File: config.mk
export PLATFORM = sky130hd
export DESIGN_NAME = timed_tone_scheduler_flat
export DESIGN_NICKNAME = d
export VERILOG_FILES = /design/src/hdl/tts_pkg.sv /design/src/hdl/tts_in_if.sv /design/src/hdl/tts_out_if.sv /design/src/hdl/timed_tone_scheduler.sv /design/src/flat_wrapper.sv
export SDC_FILE = /design/constraint.sdc
export NUM_CORES = 2
export LEC_CHECK = 0
export BUFFER_PORTS_ARGS = -buffer_cell sky130_fd_sc_hd__buf_4
export CELL_PAD_IN_SITES_DETAIL_PLACEMENT = 1
export CELL_PAD_IN_SITES_GLOBAL_PLACEMENT = 2
export CORE_MARGIN = 10
export CORE_UTILIZATION = 49
export DETAILED_ROUTE_END_ITERATION = 16
export PLACE_DENSITY = 0.77
export SYNTH_ARGS = -nofsm -noshare
export SYNTH_HDL_FRONTEND = slang
export SYNTH_SLANG_ARGS = --single-unit
File: constraint.sdc
create_clock -name clk -period 10.45 [get_ports clk]
set_input_delay 1.045 -clock clk [delete_from_list [all_inputs] [get_ports clk]]
set_output_delay 1.045 -clock clk [all_outputs]
set_load 0.05 [all_outputs]
File: src/hdl/tts_pkg.sv
package tts_pkg;

  // Codes of the mode field of an input beat.
  localparam logic [1:0] MODE_ADD  = 2'd0;
  localparam logic [1:0] MODE_TICK = 2'd1;
  localparam logic [1:0] MODE_STOP = 2'd2;

  // Codes of the kind field of a result beat.
  localparam logic KIND_PLAY = 1'b0;
  localparam logic KIND_STOP = 1'b1;

  localparam logic [31:0] TIME_MAX = 32'hFFFF_FFFF;
  localparam logic [19:0] TICK_STEP_RESET = 20'd31250;

  typedef enum logic [1:0] {
    ST_IDLE,
    ST_SCAN,
    ST_EMIT
  } state_t;

  // One row of the tone table memory.
  typedef struct packed {
    logic [15:0] freq;
    logic [31:0] duration;
    logic [31:0] due;
  } entry_t;

  // Payload of one result beat.
  typedef struct packed {
    logic        kind;
    logic [15:0] out_freq;
    logic [31:0] out_duration_ms;
    logic [31:0] now_us;
  } result_t;

endpackage

File: src/hdl/tts_in_if.sv
interface tts_in_if;
  logic        valid;
  logic        ready;
  logic [1:0]  mode;
  logic [15:0] tone_freq;
  logic [31:0] tone_duration_ms;
  logic [31:0] due_time_us;

  modport source (
    output valid, mode, tone_freq, tone_duration_ms, due_time_us,
    input  ready
  );
  modport sink (
    input  valid, mode, tone_freq, tone_duration_ms, due_time_us,
    output ready
  );
endinterface

File: src/hdl/tts_out_if.sv
interface tts_out_if;
  logic        valid;
  logic        ready;
  logic        kind;
  logic [15:0] out_freq;
  logic [31:0] out_duration_ms;
  logic [31:0] now_us;

  modport source (
    output valid, kind, out_freq, out_duration_ms, now_us,
    input  ready
  );
  modport sink (
    input  valid, kind, out_freq, out_duration_ms, now_us,
    output ready
  );
endinterface

File: src/hdl/timed_tone_scheduler.sv
// Channel   Dir  Handshake            Payload
// in_ch     in   valid/ready          mode, tone_freq, tone_duration_ms, due_time_us
// out_ch    out  valid/ready          kind, out_freq, out_duration_ms, now_us
// cfg       in   cfg_we, no wait      cfg_data = tick_step_us
//
// An add beat leaves the block idle and ready for the next input beat; a stop beat passes
// through the emit state first. A tick beat scans the whole table, then after a pick also
// passes through the emit state. One table row is read per cycle through the single read
// port of the tone memory, and each returned row is evaluated from a registered read.
// Reset is synchronous and active low; it clears the valid bits, pointer and time at once.
// A result beat waits in the output register; input beats are still taken while it waits,
// and only a second result stalls the block until out_ch.ready frees the register.
module timed_tone_scheduler
  import tts_pkg::*;
#(
  parameter int SLOTS = 16
) (
  input  logic        clk,
  input  logic        rst_n,
  tts_in_if.sink      in_ch,
  tts_out_if.source   out_ch,
  input  logic        cfg_we,
  input  logic [19:0] cfg_data
);

  localparam int IDXW = (SLOTS > 1) ? $clog2(SLOTS) : 1;
  localparam logic [IDXW-1:0] LAST_IDX = IDXW'(SLOTS - 1);

  // Control state.
  state_t          state_r, state_nxt;
  logic [IDXW-1:0] write_slot_r;
  logic [IDXW-1:0] scan_addr_r;
  logic            issue_r;
  logic            rd_vld_r;
  logic [IDXW-1:0] rd_idx_r;
  logic [SLOTS-1:0] valid_r;
  logic [31:0]     now_r;
  logic [19:0]     tick_step_r;
  logic            have_r;
  logic            out_valid_r;

  // Payload registers.
  logic [31:0]     last_r;
  logic [15:0]     pick_freq_r;
  logic [31:0]     pick_dur_r;
  logic            kind_r;
  result_t         out_data_r;
  entry_t          rd_data_r;

  // The tone table: one write port for add beats, one read port for the scan.
  entry_t mem [SLOTS];

  logic        in_fire;
  logic        is_add, is_tick, is_stop;
  logic        hit;
  logic        scan_done;
  logic        out_free;
  logic        emit_load;
  logic [32:0] time_sum;
  logic [31:0] time_nxt;

  assign in_fire = in_ch.valid && in_ch.ready;
  assign is_add  = in_fire && (in_ch.mode == MODE_ADD);
  assign is_tick = in_fire && (in_ch.mode == MODE_TICK);
  assign is_stop = in_fire && (in_ch.mode == MODE_STOP);

  // Saturating advance of the time counter on a tick.
  assign time_sum = {1'b0, now_r} + 33'(tick_step_r);
  assign time_nxt = time_sum[32] ? TIME_MAX : time_sum[31:0];

  // A row returned by the memory is a pick when it is still valid, already due and later
  // than every pick so far in this scan. A row due at zero can never pass the last test.
  assign hit = rd_vld_r && valid_r[rd_idx_r] && (rd_data_r.due <= now_r) &&
               (rd_data_r.due > last_r);
  assign scan_done = rd_vld_r && (rd_idx_r == LAST_IDX);

  assign out_free  = !out_valid_r || out_ch.ready;

  // Next state.
  always_comb begin
    state_nxt = state_r;
    case (state_r)
      ST_IDLE: begin
        if (is_tick) begin
          state_nxt = ST_SCAN;
        end else if (is_stop) begin
          state_nxt = ST_EMIT;
        end
      end
      ST_SCAN: begin
        if (scan_done) begin
          state_nxt = (have_r || hit) ? ST_EMIT : ST_IDLE;
        end
      end
      ST_EMIT: begin
        if (out_free) begin
          state_nxt = ST_IDLE;
        end
      end
      default: state_nxt = ST_IDLE;
    endcase
  end

  // Outputs of the state machine.
  always_comb begin
    in_ch.ready = 1'b0;
    emit_load   = 1'b0;
    case (state_r)
      ST_IDLE: in_ch.ready = 1'b1;
      ST_SCAN: ;
      ST_EMIT: emit_load = out_free;
      default: ;
    endcase
  end

  always_ff @(posedge clk) begin
    if (!rst_n) begin
      state_r      <= ST_IDLE;
      write_slot_r <= '0;
      scan_addr_r  <= '0;
      issue_r      <= 1'b0;
      rd_vld_r     <= 1'b0;
      rd_idx_r     <= '0;
      valid_r      <= '0;
      now_r        <= '0;
      tick_step_r  <= TICK_STEP_RESET;
      have_r       <= 1'b0;
      out_valid_r  <= 1'b0;
    end else begin
      state_r <= state_nxt;

      if (cfg_we) begin
        tick_step_r <= cfg_data;
      end

      if (is_add) begin
        valid_r[write_slot_r] <= 1'b1;
        write_slot_r <= (write_slot_r == LAST_IDX) ? '0 : write_slot_r + 1'b1;
      end

      if (is_stop) begin
        valid_r <= '0;
      end

      // Scan sequencer: issue one read address per cycle, then evaluate the returned row.
      if (is_tick) begin
        now_r       <= time_nxt;
        scan_addr_r <= '0;
        issue_r     <= 1'b1;
        have_r      <= 1'b0;
      end else if (state_r == ST_SCAN && issue_r) begin
        if (scan_addr_r == LAST_IDX) begin
          issue_r <= 1'b0;
        end else begin
          scan_addr_r <= scan_addr_r + 1'b1;
        end
      end

      rd_vld_r <= (state_r == ST_SCAN) && issue_r;
      rd_idx_r <= scan_addr_r;

      // A pick is consumed at once, so an earlier pick beaten later in the scan is lost.
      if (hit) begin
        valid_r[rd_idx_r] <= 1'b0;
        have_r <= 1'b1;
      end

      if (emit_load) begin
        out_valid_r <= 1'b1;
      end else if (out_ch.ready) begin
        out_valid_r <= 1'b0;
      end
    end
  end

  // Pick and result payload.
  always_ff @(posedge clk) begin
    if (is_tick) begin
      last_r <= '0;
      kind_r <= KIND_PLAY;
    end else if (is_stop) begin
      kind_r      <= KIND_STOP;
      pick_freq_r <= '0;
      pick_dur_r  <= '0;
    end
    if (hit) begin
      last_r      <= rd_data_r.due;
      pick_freq_r <= rd_data_r.freq;
      pick_dur_r  <= rd_data_r.duration;
    end
    if (emit_load) begin
      out_data_r.kind            <= kind_r;
      out_data_r.out_freq        <= pick_freq_r;
      out_data_r.out_duration_ms <= pick_dur_r;
      out_data_r.now_us          <= now_r;
    end
  end

  // Tone table memory, registered read.
  always_ff @(posedge clk) begin
    if (is_add) begin
      mem[write_slot_r] <= '{freq: in_ch.tone_freq, duration: in_ch.tone_duration_ms,
                             due: in_ch.due_time_us};
    end
    rd_data_r <= mem[scan_addr_r];
  end

  assign out_ch.valid           = out_valid_r;
  assign out_ch.kind            = out_data_r.kind;
  assign out_ch.out_freq        = out_data_r.out_freq;
  assign out_ch.out_duration_ms = out_data_r.out_duration_ms;
  assign out_ch.now_us          = out_data_r.now_us;

  // A tick always starts a scan.
  a_tick_scans: assert property (@(posedge clk) disable iff (!rst_n)
    is_tick |=> state_r == ST_SCAN)
    else $error("tick did not start a scan");

  // Time never runs backward.
  a_time_mono: assert property (@(posedge clk) disable iff (!rst_n)
    now_r >= $past(now_r))
    else $error("time counter decreased");

  // A picked row is invalidated in the next cycle.
  a_pick_clears: assert property (@(posedge clk) disable iff (!rst_n)
    hit |=> !valid_r[$past(rd_idx_r)])
    else $error("picked entry still valid");

  // Leaving the emit state always leaves a result in the output register.
  a_emit_loads: assert property (@(posedge clk) disable iff (!rst_n)
    (state_r == ST_EMIT && out_free) |=> out_valid_r)
    else $error("emit did not load the output register");

endmodule
File: src/flat_wrapper.sv
// flat-port wrapper written by rule: the top's interface ports become plain ports
module timed_tone_scheduler_flat import tts_pkg::*;
#(
  parameter int SLOTS = 16
)
  (clk, rst_n, cfg_we, cfg_data, in_ch_valid, in_ch_mode, in_ch_tone_freq, in_ch_tone_duration_ms, in_ch_due_time_us, in_ch_ready, out_ch_valid, out_ch_kind, out_ch_out_freq, out_ch_out_duration_ms, out_ch_now_us, out_ch_ready);
  tts_in_if in_ch_i ();
  tts_out_if out_ch_i ();
  input  logic clk;
  input  logic rst_n;
  input  logic cfg_we;
  input  logic [19:0] cfg_data;
  input wire logic [$bits(in_ch_i.valid)-1:0] in_ch_valid;
  input wire logic [$bits(in_ch_i.mode)-1:0] in_ch_mode;
  input wire logic [$bits(in_ch_i.tone_freq)-1:0] in_ch_tone_freq;
  input wire logic [$bits(in_ch_i.tone_duration_ms)-1:0] in_ch_tone_duration_ms;
  input wire logic [$bits(in_ch_i.due_time_us)-1:0] in_ch_due_time_us;
  output wire logic [$bits(in_ch_i.ready)-1:0] in_ch_ready;
  output wire logic [$bits(out_ch_i.valid)-1:0] out_ch_valid;
  output wire logic [$bits(out_ch_i.kind)-1:0] out_ch_kind;
  output wire logic [$bits(out_ch_i.out_freq)-1:0] out_ch_out_freq;
  output wire logic [$bits(out_ch_i.out_duration_ms)-1:0] out_ch_out_duration_ms;
  output wire logic [$bits(out_ch_i.now_us)-1:0] out_ch_now_us;
  input wire logic [$bits(out_ch_i.ready)-1:0] out_ch_ready;
  assign in_ch_i.valid = in_ch_valid;
  assign in_ch_i.mode = in_ch_mode;
  assign in_ch_i.tone_freq = in_ch_tone_freq;
  assign in_ch_i.tone_duration_ms = in_ch_tone_duration_ms;
  assign in_ch_i.due_time_us = in_ch_due_time_us;
  assign in_ch_ready = in_ch_i.ready;
  assign out_ch_valid = out_ch_i.valid;
  assign out_ch_kind = out_ch_i.kind;
  assign out_ch_out_freq = out_ch_i.out_freq;
  assign out_ch_out_duration_ms = out_ch_i.out_duration_ms;
  assign out_ch_now_us = out_ch_i.now_us;
  assign out_ch_i.ready = out_ch_ready;
  timed_tone_scheduler #(.SLOTS(SLOTS)) u_core (.clk(clk), .rst_n(rst_n), .in_ch(in_ch_i), .out_ch(out_ch_i), .cfg_we(cfg_we), .cfg_data(cfg_data));
endmodule
# Word-level counts from Yosys, hierarchy flattened
# Memories as Yosys holds them, arrays and structs flattened. A register that Yosys moved wholly into a read port is not among the register bits.
# Index checks and enable logic that the tools add are counted.
word_totals:
  register_bits: 248
  output_inout_bits: 83
  ram_bits: 1280
  memories: 1
  wordCells: 108
  input_bits: 107
memory_table:
  columns: ["memory", "words", "word_bits", "read_ports", "rd_clocked_by_memory_dff", "write_ports", "line_no", "rtl"]
  rows:
  - ["u_core.mem", 16, 80, 1, 1, 1, "timed_tone_scheduler.sv:51", "entry_t mem [SLOTS];"]
classes:
  addsub: 3
  n_lt_le_gt_ge: 6
  muxes: 37
  eq_ne: 11
  bitwise_logic: 5
  n_reduce_logical: 26
op_table:
  columns: ["op", "n"]
  rows:
  - ["2-to-1 mux 32 bit", 6]
  - ["2-to-1 mux 16 bit", 7]
  - ["adder 32 x 20 -> 33 bit", 1]
  - ["> comparator 32 bit", 1]
  - ["less-or-equal comparator 32 bit", 1]
  - ["AND 16 bit", 1]
  - ["NOT 16 bit", 1]
  - ["OR 16 bit", 1]
  - ["2-to-1 mux 1 bit", 14]
  - ["equality test 4 bit, second input constant", 3]
  - ["logical AND 1 bit", 11]
  - ["less-than comparator 4 x 5 -> 1 bit, second input constant", 2]
  - ["2-to-1 mux 2 bit", 5]
  - ["nonzero test 2 bit", 5]
  - ["adder 4 x 1 -> 4 bit, second input constant", 2]
  - ["demux 1 bit (select 4 bit)", 2]
  - ["greater-or-equal comparator 4 x 1 -> 1 bit, second input constant", 2]
  - ["one-hot mux 2 bit (3 select lines)", 1]
  - ["AND reduction 2 bit", 3]
  - ["binary-select mux 1 bit (select 4 bit)", 1]
  - ["equality test 2 x 1 -> 1 bit, second input constant", 2]
  - ["equality test 2 bit, second input constant", 2]
  - ["logical NOT 2 bit", 2]
  - ["2-to-1 mux 4 bit", 1]
  - ["other kinds (8)", 11]

# Logic depth before layout (Yosys ltp)
depth:
  ltp_word: 10
  depth_mapped: 11

# Worst setup path before layout
# Ideal clock, no wire load.
synth_path:
  path_kind: "register to register"
  start: "register u_core.state_r[1]"
  end: "register u_core.valid_r[3]"
  setup_slack_ns: 2.427
  arrival_ns: 7.927
  period_less_slack_ns: 8.023
  stages_incl_launch_ff: 8
  required_time_ns: 10.354
  cell_sequence: "dfxtp_1 -> nor2_1 -> nand2_1 -> nor3_2 -> nand2_1 -> nor3_1 -> o21ai_0 -> a31oi_1"
synth_via:
  elab_chain_len: 9
synth_lines:
  columns: ["item", "line_no", "rtl"]
  rows:
  - ["from (decl)", "timed_tone_scheduler.sv:30", "state_t state_r, state_nxt;"]
  - ["from (signal assigned)", "timed_tone_scheduler.sv:130", "state_r <= state_nxt;"]
  - ["logical NOT 2 bit *", "timed_tone_scheduler.sv:108", "case (state_r)"]
  - ["2-to-1 mux 1 bit *", "timed_tone_scheduler.sv:108", null]
  - ["net in_ch_ready", "flat_wrapper.sv:18", "output wire logic [$bits(in_ch_i.ready)-1:0] in_ch_ready;"]
  - ["logical AND 1 bit *", "timed_tone_scheduler.sv:62", "assign in_fire = in_ch.valid && in_ch.ready;"]
  - ["logical AND 1 bit", "timed_tone_scheduler.sv:63", "assign is_add = in_fire && (in_ch.mode == MODE_ADD);"]
  - ["2-to-1 mux 16 bit", "timed_tone_scheduler.sv:136", "if (is_add) begin"]
  - ["2-to-1 mux 16 bit *", "timed_tone_scheduler.sv:141", "if (is_stop) begin"]
  - ["2-to-1 mux 16 bit *", "timed_tone_scheduler.sv:117", "if (!rst_n) begin"]
  - ["AND 16 bit (no line)", null, null]
  - ["2-to-1 mux 16 bit *", "timed_tone_scheduler.sv:163", "if (hit) begin"]
  - ["to (signal assigned)", "timed_tone_scheduler.sv:124", "valid_r <= '0;"]
  - ["to (signal assigned)", "timed_tone_scheduler.sv:142", "valid_r <= '0;"]
  - ["to (signal, indexed assignment)", "timed_tone_scheduler.sv:164", "valid_r[rd_idx_r] <= 1'b0;"]
  - ["to (decl)", "timed_tone_scheduler.sv:36", "logic [SLOTS-1:0] valid_r;"]
# Mark *: on every way through the listed nets, which the timed path passes. The rest lies on a longest branch. The select of a mux whose other input is x is not followed.
# A chain may end at the register's enable or synchronous reset.

# Final worst setup path
layout_path:
  start: "register u_core.state_r[1]"
  end: "memory u_core.mem[7][12] in the netlist's numbering, enable pin"
layout_via:
  elab_chain_len: 6
layout_lines:
  columns: ["item", "line_no", "rtl"]
  rows:
  - ["logical NOT 2 bit", "timed_tone_scheduler.sv:108", null]
  - ["2-to-1 mux 1 bit", "timed_tone_scheduler.sv:108", null]
  - ["logical AND 1 bit", "timed_tone_scheduler.sv:62", null]
  - ["logical AND 1 bit", "timed_tone_scheduler.sv:63", null]
  - ["2-to-1 mux 1 bit", "timed_tone_scheduler.sv:201", "if (is_add) begin"]
  - ["2-to-1 mux 1 bit (implied by the code)", "timed_tone_scheduler.sv:202", "mem[write_slot_r] <= '{freq: in_ch.tone_freq, duration: in_ch.tone_duration_ms,"]
  - ["to (decl)", "timed_tone_scheduler.sv:51", null]
# No other way between the ends.

==> impl_metrics.toml <==
[timing]
finalCriticalPeriod_ps = 4270
slew_headroom = 0.174
setup_tns_ps = 0
worst_pin_slew_ps = 1240
hold_viol = 0
period_share = 0.409
maxSlewViolCount = 0
finalClockSkew_ps = 31.8
max_freq_ghz = 0.234
setup_violations = 0
rsz0062_at_grt = "false"

[synth]
synthFlopType = "edfxtp_1"
synth_area_per_cell_um2 = 21.3
synth_compound_area_frac = 0.0211
seq_area_frac_synth = 0.764
ys_ff_latch = 1608
netlist_instances = 2861
muxShareOfSynthArea = 0.153
yosysWarnings = 0
synth_top_family_by_area = "multiplexers"
yosys.area_share.simple = 0.0269
syn_area_mm2 = 0.0610
ys_async_sr_fraction = 0
synth_edf_count = 1441
synthAdderAreaFrac = 0.0186
synth_xor_xnor_area_share = 0.00330
synth_cell_type_count = 66
syn_nets = 3058

[placement]
place.gp.congestion = 0.774
portBuffers = 189
hpwlAfterDp_mm = 84.4
post_dp_cell_area_mm2 = 0.0646

[cells_and_area]
fillers = 10500
stdcell_area_mm2 = 0.0697
layout_common_cells = "edfxtp_1, mux4_2, buf_4"
area_delta_synth_final_pct = 14.2
finalNetCount = 3332
drive_gt1_frac = 0.280
final_common_cell = "edfxtp_1"

[clock_tree]
h-tree-depth = 4
cts.clk_slew.worst_paths_ps = 60
cts_buffers = 161
postCtsSetupBuffers = 0
cts_tree = "done"
ctsResizeCount = 0
cts_sinks = 1608
clock_latency_ps = 800
cts-hold-fix-buffers = 0
cts-root-buf = "clkbuf_16"
cts_buffer_depth = 3

[floorplanning]
num_rows = 129
core_area_mm2 = 0.124
start_util = 0.493
pin_count = 190
dieWidth_um = 373
die_h_um = 373
die_area_mm2 = 0.139

[critical_path]
rr_endpoint = "u_core.mem[7][12]$_DFFE_PP_"
crit_path_end_kind = "flop"
required_ps = 10840
crit_fanout = 44
reg2reg_slack_ps = 6180
critPathArrivalTime_ps = 4670
startpoint = "u_core.state_r[1]$_SDFFE_PN0P_"
r2r-start = "u_core.state_r[1]$_SDFFE_PN0P_"
rr_worst_depth = 7
startpoint_type = "flop"
worst-setup-path-type = "flop to flop"

[power]
leakagePower_uw = 0.0225
power_density_mw_per_mm2 = 188
totalPowerFinal_uw = 13100
ir_drop_mv = 0.167

[global_routing]
grt_max_degree = 147
grt_antenna_before_repair = 12
grt_use_total = 0.211
overflow = 0
grt_pass1_wl_mm = 220
grt_pass1_vias = 32000

[route]
drt-initial-drc-count = 2790
top_layer_used = "met5"
drt-met1-wl_mm = 61.9
drtPass1Iterations = 5
viasPerCell = 6.02
via_count = 29600
wl_met3_mm = 8.23
ant_nets = 0
wire_per_inst_um = 30.0
dr_wl_met2_mm = 73.5
post-route-drc-count = 0
wl_mm = 147

[run_status]
status = "finished, final reports clean"

[hold_path]
min_from = "u_core.pick_dur_r[29]$_SDFFCE_PP0P_"
whs_path_depth = 0
hold_path_class = "flop to flop"
min_to = "u_core.out_ch.out_duration_ms[29]$_DFFE_PP_"

[run]
cap_violations = 0
[how the worst max path moves through the flow]
| stage | end | slack [ps] | cells after the start |
|---|---|---|---|
| after floorplan | u_core.valid_r[3]$_SDFF_PN0_ | 2430 | 7 |
| after global placement | u_core.valid_r[15]$_SDFF_PN0_ | 5690 | 9 |
| after detailed placement | u_core.valid_r[15]$_SDFF_PN0_ | 5640 | 8 |
| after CTS | u_core.valid_r[15]$_SDFF_PN0_ | 6130 | 9 |
| after global routing | u_core.valid_r[15]$_SDFF_PN0_ | 5940 | 9 |
| final | u_core.mem[7][12]$_DFFE_PP_ | 6180 | 7 |
[flip-flops by register name, indices dropped and copies added (netlist names), 16 cells and up]
| name | count |
|---|---|
| u_core.valid_r | 16 |
| u_core.mem | 1280 |
| u_core.now_r | 32 |
| u_core.out_ch.out_duration_ms | 32 |
| u_core.out_ch.out_freq | 16 |
| u_core.pick_dur_r | 32 |
| u_core.pick_freq_r | 16 |
| u_core.rd_data_r | 80 |
| u_core.tick_step_r | 20 |
| u_core.last_r | 32 |
| u_core.out_ch.now_us | 32 |
[per-stage QoR]
stage	util	setup WS (ps)	hold slack, ps	instances
after global placement	0.521	5690	402	4609
after detailed placement	0.521	5640	405	4609
after CTS	0.563	6130	410	4903
after floorplan	-	2430	400	2861
after global routing	0.563	5940	422	4905
final	0.563	6180	415	4909
[layout make-up]
class                      instances  area, µm²  share of cell area
antenna                            6       15.0            0.000215
clock buffer                     221       4460              0.0640
clock inverter                    73        668             0.00959
inverter                          73        274             0.00393
multi-input combinational       1045      13700               0.197
sequential                      1608      46600               0.669
tap                             1637       2050              0.0294
timing repair buffer             246       1870              0.0269
[Yosys cell counts (all sizes together) (4+ instances only)]
cell    number  area, µm²
nand2       51        191
inv         73        274
or3          4       25.0
a21o        14        105
mux2i       23        230
nand3       17       85.1
and3        85        533
a22oi        4       30.0
xor2        13        114
and2         9       56.3
edfxtp    1441      43300
clkbuf      93        349
a221oi      15        131
nand4       14       87.6
o211ai       6       45.0
and4         5       43.8
o21ai       44        220
nor3        24        135
xnor2       10       87.6
mux4       404       9100
a211oi       5       37.5
dfxtp      167       3340
buf         40        189
a21oi       50        250
a31oi       28        181
nor2b       10       62.6
nor2        63        236
nand2b      13       81.3
ha          89       1110
o21a         4       30.0
[power by group]
part           leakage, µW  switching (µW)  internal, µW
Sequential          0.0144            33.1          7050
Combinational      0.00561             272           131
Clock              0.00250            2370          3250
Total               0.0225            2680         10400
[worst max-delay path, stage by stage, from the launching register on]
cell and delay [ps]:
dfxtp_1 350, nor2_1 280, nand2_1 140, nor3_2 690, nand2_1 440, nor2_4 500
buf_4 580, buf_4 780
[layer usage]
metal / GRT usage / vias up
met3: 0.0416 / 238
met2: 0.351 / 970
li1: - / 12400
met1: 0.285 / 15900
met5: 0 / -
met4: 0.0573 / 10
[kinds of logic after synthesis]
| family | after synthesis |
|---|---|
| compound gates | 197 |
| xor+xnor | 23 |
| fa+ha+maj | 90 |
| buf+inv | 208 |
| flops | 1608 |
| mux | 427 |
| simple gates | 308 |
No activity file was read; power rests on OpenSTA's default activity.
